[src/design/bfcr_pkg.sv]
// Shared types and constants for the byte FIFO with commit and rollback.
package bfcr_pkg;

    // Fixed field widths and the default ring depth
    localparam int CMD_W     = 3;
    localparam int BYTE_W    = 8;
    localparam int CFG_W     = 11;
    localparam int CNT_W     = 10;
    localparam int DEF_DEPTH = 1024;

    // Command codes
    localparam logic [CMD_W-1:0] CMD_CLEAR       = 3'd0;
    localparam logic [CMD_W-1:0] CMD_TRY_WRITE   = 3'd1;
    localparam logic [CMD_W-1:0] CMD_COMMIT_WR   = 3'd2;
    localparam logic [CMD_W-1:0] CMD_ABORT_WR    = 3'd3;
    localparam logic [CMD_W-1:0] CMD_TRY_READ    = 3'd4;
    localparam logic [CMD_W-1:0] CMD_COMMIT_RD   = 3'd5;
    localparam logic [CMD_W-1:0] CMD_ROLLBACK_RD = 3'd6;

    // Controller to datapath commands
    typedef struct packed {
        logic cfg_we;
        logic clear;
        logic commit_wr;
        logic abort_wr;
        logic commit_rd;
        logic rollback_rd;
        logic wr_en;
        logic rd_en;
    } t_dp_cmd;

    // Datapath to controller status
    typedef struct packed {
        logic wr_ok;
        logic rd_ok;
    } t_dp_stat;

endpackage

[src/design/bfcr_ctrl.sv]
// Controller: command decode, accept handshake and result strobe sequencing.
module bfcr_ctrl (
    input  logic                        i_clk,
    input  logic                        i_rst_n,
    input  logic                        i_start,
    input  logic [bfcr_pkg::CMD_W-1:0]  i_cmd,
    input  logic                        i_cfg_we,
    input  bfcr_pkg::t_dp_stat          i_stat,
    output bfcr_pkg::t_dp_cmd           o_cmd,
    output logic                        o_busy,
    output logic                        o_valid,
    output logic                        o_done_res
);
    import bfcr_pkg::*;

    typedef enum logic [1:0] {
        ST_IDLE = 2'b01,
        ST_RESP = 2'b10
    } t_state;

    t_state  r_state, n_state;
    logic    r_done,  n_done;
    logic    accept;
    t_dp_cmd cmd;

    // Hold off new words only while reset is applied
    assign o_busy = !i_rst_n;
    assign accept = i_start && !o_busy;

    // Decode the accepted word into datapath commands
    always_comb begin
        cmd        = '0;
        cmd.cfg_we = i_cfg_we;
        n_done     = 1'b0;
        if (accept) begin
            case (i_cmd)
                CMD_CLEAR:       cmd.clear       = 1'b1;
                CMD_TRY_WRITE: begin
                    cmd.wr_en = i_stat.wr_ok;
                    n_done    = i_stat.wr_ok;
                end
                CMD_COMMIT_WR:   cmd.commit_wr   = 1'b1;
                CMD_ABORT_WR:    cmd.abort_wr    = 1'b1;
                CMD_TRY_READ: begin
                    cmd.rd_en = i_stat.rd_ok;
                    n_done    = i_stat.rd_ok;
                end
                CMD_COMMIT_RD:   cmd.commit_rd   = 1'b1;
                CMD_ROLLBACK_RD: cmd.rollback_rd = 1'b1;
                default:         cmd             = cmd;
            endcase
        end
    end

    assign o_cmd = cmd;

    // Advance to the result cycle on every accepted word
    always_comb begin
        case (r_state)
            ST_IDLE: n_state = accept ? ST_RESP : ST_IDLE;
            ST_RESP: n_state = accept ? ST_RESP : ST_IDLE;
            default: n_state = ST_IDLE;
        endcase
    end

    always_ff @(posedge i_clk) begin
        if (!i_rst_n) begin
            r_state <= ST_IDLE;
            r_done  <= 1'b0;
        end else begin
            r_state <= n_state;
            r_done  <= n_done;
        end
    end

    assign o_valid    = (r_state == ST_RESP);
    assign o_done_res = o_valid && r_done;

`ifndef SYNTHESIS
    a_valid_follows_accept: assert property (@(posedge i_clk) disable iff (!i_rst_n)
        accept |=> o_valid)
        else $error("result strobe missing after accepted word");
    a_no_double_move: assert property (@(posedge i_clk) disable iff (!i_rst_n)
        !(cmd.wr_en && cmd.rd_en))
        else $error("write and read issued together");
    a_done_needs_try: assert property (@(posedge i_clk) disable iff (!i_rst_n)
        n_done |-> (accept && (i_cmd == CMD_TRY_WRITE || i_cmd == CMD_TRY_READ)))
        else $error("done flagged for a non-try command");
`endif

endmodule

[config.mk]
export PLATFORM = sky130hd
export DESIGN_NAME = bfcr_ctrl
export DESIGN_NICKNAME = d
export VERILOG_FILES = /design/src/design/bfcr_pkg.sv /design/src/design/bfcr_ctrl.sv
export SDC_FILE = /design/constraint.sdc
export NUM_CORES = 1
export LEC_CHECK = 0
export BUFFER_PORTS_ARGS = -buffer_cell sky130_fd_sc_hd__buf_2
export CORE_AREA = 2 2 39 41
export DETAILED_ROUTE_END_ITERATION = 10
export DIE_AREA = 0 0 41 43
export PLACE_DENSITY_LB_ADDON = 0.08
export SLEW_MARGIN = 0
export SYNTH_ARGS = -nofsm -noshare
export SYNTH_HDL_FRONTEND = slang
export SYNTH_SLANG_ARGS = --single-unit
[constraint.sdc]
create_clock -name i_clk -period 1.2 [get_ports i_clk]
set_input_delay 0.06 -clock i_clk [delete_from_list [all_inputs] [get_ports i_clk]]
set_output_delay 0.06 -clock i_clk [all_outputs]
set_load 0.02 [all_outputs]
==> reports/metrics.csv, run 1 <==
stage,metric,value,unit
global_routing,pin count of the biggest net entering global routing,8,
power_and_ir_drop,power per cell area,1100,nW/µm²
synthesis,largest cells by area after synthesis,"dfxtp_1 (33%), nand3b_1 (13%), nor2_1 (8.3%), nor3b_1 (8.3%), ha_1 (6.9%)",
sta,Final Hold Fails,0,
synthesis,Post-Synthesis Cell Area,180,µm²
die,Initial Utilization,13.0,%
final_layout,diode count,0,
global_routing,vias in the first global route,197,
die,# IOs,20,
worst_setup_path,WP buf/inv,2,
cts,CTS tree,done,
die,# rows,14,
worst_setup_path,CP Max Fanout,2,
sta,unrepaired setup endpoints after global routing,no,
run,Max Cap Viol,0,
route,final WL,485,µm
route,Final ANT Viol Nets,0,
route,Pre-Repair DR Iteration Count,2,
worst_setup_path,"slowest stage delay, CP",0.30,ns
final_layout,"commonest non-fill, non-tap cell in the layout",buf_2,
synthesis,post-synth top area share,33.3,%
route,starting DRC count in detailed routing,1,
synthesis,Synth Register Bits,3,
synthesis,cell taking the most area after synthesis,dfxtp_1,
final_layout,Area Growth Syn to Fin,68.8,%
global_routing,initial antenna violation count,0,
global_routing,first-pass GRT wire length,717,µm
worst_setup_path,critical path startpoint category,flip-flop,
cts,clk root buf,clkbuf_4,
place,port bufs,17,
sta,Tmin final,1.09,ns
die,core footprint,1380,µm²
worst_setup_path,element type at the critical path end,output port,
route,DRC violation count after routing,0,
final_layout,"commonest cells after routing, fill and taps aside","buf_2 (17), nor2_1 (4), nand3b_1 (3), clkbuf_4 (3), dfxtp_1 (3)",
worst_setup_path,type of the worst setup path,reg2out,
worst_setup_path,Worst path slowest cell,dfxtp_1,
sta,Max Transition Viols Final,0,
worst_setup_path,"CP delay by family, top",flip-flops,
synthesis,Synthesized Nets,34,
cts,Post-CTS Resized,0,
sta,Max-Slew Margin vs Limit,86.9,%
cts,"Reg clk slew, reported paths",0.04,ns
worst_setup_path,CP arrival,1.03,ns
hold_path,Min-Delay Path Class,in2reg,
sta,setup violators final,0,
synthesis,Yosys warning count,0,
cts,clk buf depth,2,
cts,H-tree levels,1,
die,die height,43,µm
sta,worst slew pin tran,0.196,ns
status,status,finished clean,
final_layout,fin nets,55,
sta,Clock Skews,0.0000485,ns
route,total number of vias,225,
sta,Achievable Freq,918,MHz
final_layout,layout cells sized above 1,47.7,%
route,wire length per cell,8.08,µm
power_and_ir_drop,Pleak,0.170,nW
global_routing,total gr overflow,0,
die,die footprint,1760,µm²
sta,Fin Setup TNS,0,ns
cts,worst skew pair latency,0.23,ns
cts,post-CTS setup buffer count,0,
synthesis,syn_area_per_cell,7.51,µm²
place,Placer Congestion,0.584,
cts,Post-CTS Hold Buffers,0,
cts,total CTS buffers,3,
sta,Final period util,90.8,%
synthesis,sequential fraction of the synthesis area,33.3,%
route,routed vias/inst,3.75,
worst_setup_path,"Critical Path, Cell by Cell",inv_1 -> ha_1 -> and2_1 -> buf_2,
power_and_ir_drop,worst vdd ir,226,µV
final_layout,final instance area,304,µm²
synthesis,Synth Instances,24,
synthesis,Synth cell types,13,
die,Die Span X,41,µm
place,Placed Area,278,µm²
worst_setup_path,critical path required time,1.14,ns
global_routing,gr usage total,6.82,%
cts,clock sinks,3,
-- registers in the layout (all words and copies together) (netlist names) --
register  cells
r_state       2
r_done        1
-- path summary, 6_finish.rpt --
kind,from,to,slack [ns],cells past startpoint
hold / removal,i_start,r_state[1],0.10,3
setup reg to reg,r_state[0],r_state[0],0.18,3
setup / recovery,r_state[0],o_done_res,0.11,4
hold reg to reg,r_state[1],r_state[1],0.51,2
-- layout make-up --
| class | count | area [µm²] |
|---|---|---|
| tap | 16 | 20.0 |
| clock buffer | 4 | 26.3 |
| inverter | 2 | 7.51 |
| sequential | 3 | 60.1 |
| multi-input combinational | 18 | 105 |
| fill | 171 | 1080 |
| timing repair buffer | 17 | 85.1 |
-- per-layer routing --
metal / wire [µm] / up-vias / GRT usage (%) / share of wire (%)
li1: - / 118 / - / -
met1: 165 / 93 / 6.09 / 34
met2: 246 / 12 / 8.44 / 51
met3: 60 / 2 / 3.66 / 12
met4: 12 / 0 / 10.0 / 2.5
met5: 0 / - / 0 / 0
-- metrics by stage --
stage	std cells	utilization (%)	hold slack, ns	worst slack, ns	power (W)
floorplan	24	-	0.189	0.198	0.000141
global placement	56	20.1	0.120	0.193	0.000160
detailed placement	56	20.1	0.120	0.176	0.000162
CTS	60	22.0	0.0994	0.0920	0.000346
global route	60	22.0	0.120	0.0335	0.000363
finish	60	22.0	0.103	0.111	0.000334
-- cells in the mapped netlist --
master,count
a21oi_1,1
and2_1,1
buf_4,1
dfxtp_1,3
ha_1,1
inv_1,2
nand2_1,2
nand3_1,1
nand3b_1,3
nor2_1,4
nor3_1,2
nor3b_1,2
or2_2,1
-- worst reg2reg max path, stage by stage, from the launching register on --
cell and delay [ns]:
dfxtp_1 0.30, inv_1 0.04, ha_1 0.29, or2_2 0.29
-- cell families after synthesis --
kind of cell	count (synthesis)	synth area share [%]
compound gates	1	2.78
fa+ha+maj	1	6.94
buf+inv	3	8.34
flops	3	33.3
simple gates	16	48.6
-- power breakdown --
group | switching [W] | internal, W
Clock | 0.0000505 | 0.000124
Sequential | 0.00000128 | 0.000106
Combinational | 0.0000295 | 0.0000225
Total | 0.0000812 | 0.000253
(Power assumes the default switching activity.)
==> run 2, diff against run 1 <==
- PLACE_DENSITY_LB_ADDON: 0.08 -> 0.05
==> reports/metrics.csv, run 2 (synthesis results as in run 1) <==
stage,metric,value,unit,change
cts,"Reg clk slew, reported paths",0.04,ns,about the same
cts,H-tree levels,1,,unchanged
cts,clock sinks,3,,unchanged
route,Pre-Repair DR Iteration Count,1,,-1
worst_setup_path,critical path startpoint category,flip-flop,,
global_routing,first-pass GRT wire length,662,µm,-7.7%
global_routing,initial antenna violation count,0,,unchanged
sta,Achievable Freq,922,MHz,+0.47%
final_layout,fin nets,55,,unchanged
final_layout,max FFs per register,2,,unchanged
place,HPWL Detailed,393,µm,
run,Max Cap Viol,0,,unchanged
route,routed vias/inst,3.73,,-0.44%
sta,Clock Skews,0.0000140,ns,-0.0000345 ns
final_layout,layout cells sized above 1,47.7,%,unchanged
die,die footprint,1760,µm²,unchanged
die,Die Span X,41,µm,unchanged
cts,post-CTS setup buffer count,0,,unchanged
cts,clk root buf,clkbuf_4,,
cts,Post-CTS Resized,0,,unchanged
worst_setup_path,RR Endpoint,r_state[0],,
sta,Final period util,90.3,%,-0.43 points
worst_setup_path,type of the worst setup path,reg2out,,
sta,Max Transition Viols Final,0,,unchanged
global_routing,vias in the first global route,180,,-8.6%
final_layout,"Most flops, register",r_state,,
hold_path,Min-Delay Path Class,in2reg,,
hold_path,hold path depth,3,,unchanged
final_layout,diode count,0,,unchanged
die,core footprint,1380,µm²,unchanged
cts,total CTS buffers,3,,unchanged
cts,clk buf depth,2,,unchanged
cts,Post-CTS Hold Buffers,0,,unchanged
hold_path,Hold Startpoint,i_start,,
worst_setup_path,CP Max Fanout,2,,unchanged
place,Placer Congestion,0.587,,+0.53%
power_and_ir_drop,Pleak,0.170,nW,unchanged
sta,worst slew pin tran,0.193,ns,-0.00330 ns
worst_setup_path,Reg2Reg Launch Point,r_state[0],,
sta,setup violators final,0,,unchanged
sta,Max-Slew Margin vs Limit,87.1,%,+0.22 points
worst_setup_path,Worst R2R Path Depth,3,,unchanged
final_layout,largest registers,"r_state: 2 flops, r_done: 1 flops",,
global_routing,total gr overflow,0,,unchanged
sta,Final Hold Fails,0,,unchanged
die,die height,43,µm,unchanged
global_routing,gr usage total,6.11,%,-0.71 points
worst_setup_path,element type at the critical path end,output port,,
worst_setup_path,critical path required time,1.14,ns,about the same
route,Final ANT Viol Nets,0,,unchanged
route,DRC violation count after routing,0,,unchanged
sta,hold slack,0.103,ns,-0.00000800 ns
final_layout,Area Growth Syn to Fin,68.8,%,unchanged
die,# IOs,20,,unchanged
cts,worst skew pair latency,0.23,ns,about the same
die,Initial Utilization,13.0,%,unchanged
status,status,finished clean,,
power_and_ir_drop,power per cell area,1100,nW/µm²,-0.23%
worst_setup_path,CP arrival,1.02,ns,about the same
global_routing,pin count of the biggest net entering global routing,8,,unchanged
power_and_ir_drop,worst vdd ir,218,µV,-3.8%
route,starting DRC count in detailed routing,0,,-1
final_layout,"commonest cells after routing, fill and taps aside","buf_2 (17), nor2_1 (4), nand3b_1 (3), clkbuf_4 (3), dfxtp_1 (3)",,
route,wire length per cell,7.78,µm,-3.7%
sta,unrepaired setup endpoints after global routing,no,,
route,final WL,467,µm,-3.7%
worst_setup_path,r2r setup slk,0.17,ns,about the same
power_and_ir_drop,Tot Pwr,0.000333,W,-0.23%
sta,Tmin final,1.08,ns,-0.00514 ns
die,# rows,14,,unchanged
hold_path,Worst Hold Path EP,r_state[1],,
sta,Fin Setup TNS,0,ns,unchanged
place,port bufs,17,,unchanged
final_layout,"commonest non-fill, non-tap cell in the layout",buf_2,,
route,total number of vias,224,,-0.44%
cts,CTS tree,done,,
[run 2: worst max-delay path by stage]
stage	from	slack (ns)	end
finish	r_state[0]	0.12	o_done_res
global route	r_state[0]	0.06	o_done_res
CTS	r_state[0]	0.09	o_done_res
detailed placement	r_state[0]	0.17	r_state[0]
global placement	r_state[0]	0.19	r_state[0]
floorplan	r_state[0]	0.20	r_state[0]
[run 2: critical path, cell delays in order, from the launching register on]
cell     delay, ns
dfxtp_1       0.30
inv_1         0.04
ha_1          0.19
and2_1        0.13
buf_2         0.15
[run 2: area by class of cell]
class                           instances  area [µm²]
Timing Repair Buffer                   17        85.1
Clock buffer                            4        26.3
Multi-Input combinational cell         18         105
Fill cell                             162        1080
Inverter                                2        7.51
Sequential cell                         3        60.1
Tap cell                               16        20.0
[run 2: stage by stage]
step	instances	util, %	setup WS, ns	area [µm²]
floorplan	24	-	0.198	180
global placement	56	20.1	0.193	278
detailed placement	56	20.1	0.168	278
CTS	60	22.0	0.0908	304
global route	60	22.0	0.0626	304
finish	60	22.0	0.116	304
[run 2: routing by layer]
metal,track usage [%],share of wire (%)
met4,10.0,0
met3,1.05,12
met5,0,0
met1,5.10,36
met2,8.75,52
[run 2: report_power, final]
group / switching [W] / internal (W) / total, W
logic: 0.0000297 / 0.0000228 / 0.0000524
clock network: 0.0000495 / 0.000124 / 0.000174
registers: 0.00000122 / 0.000106 / 0.000107
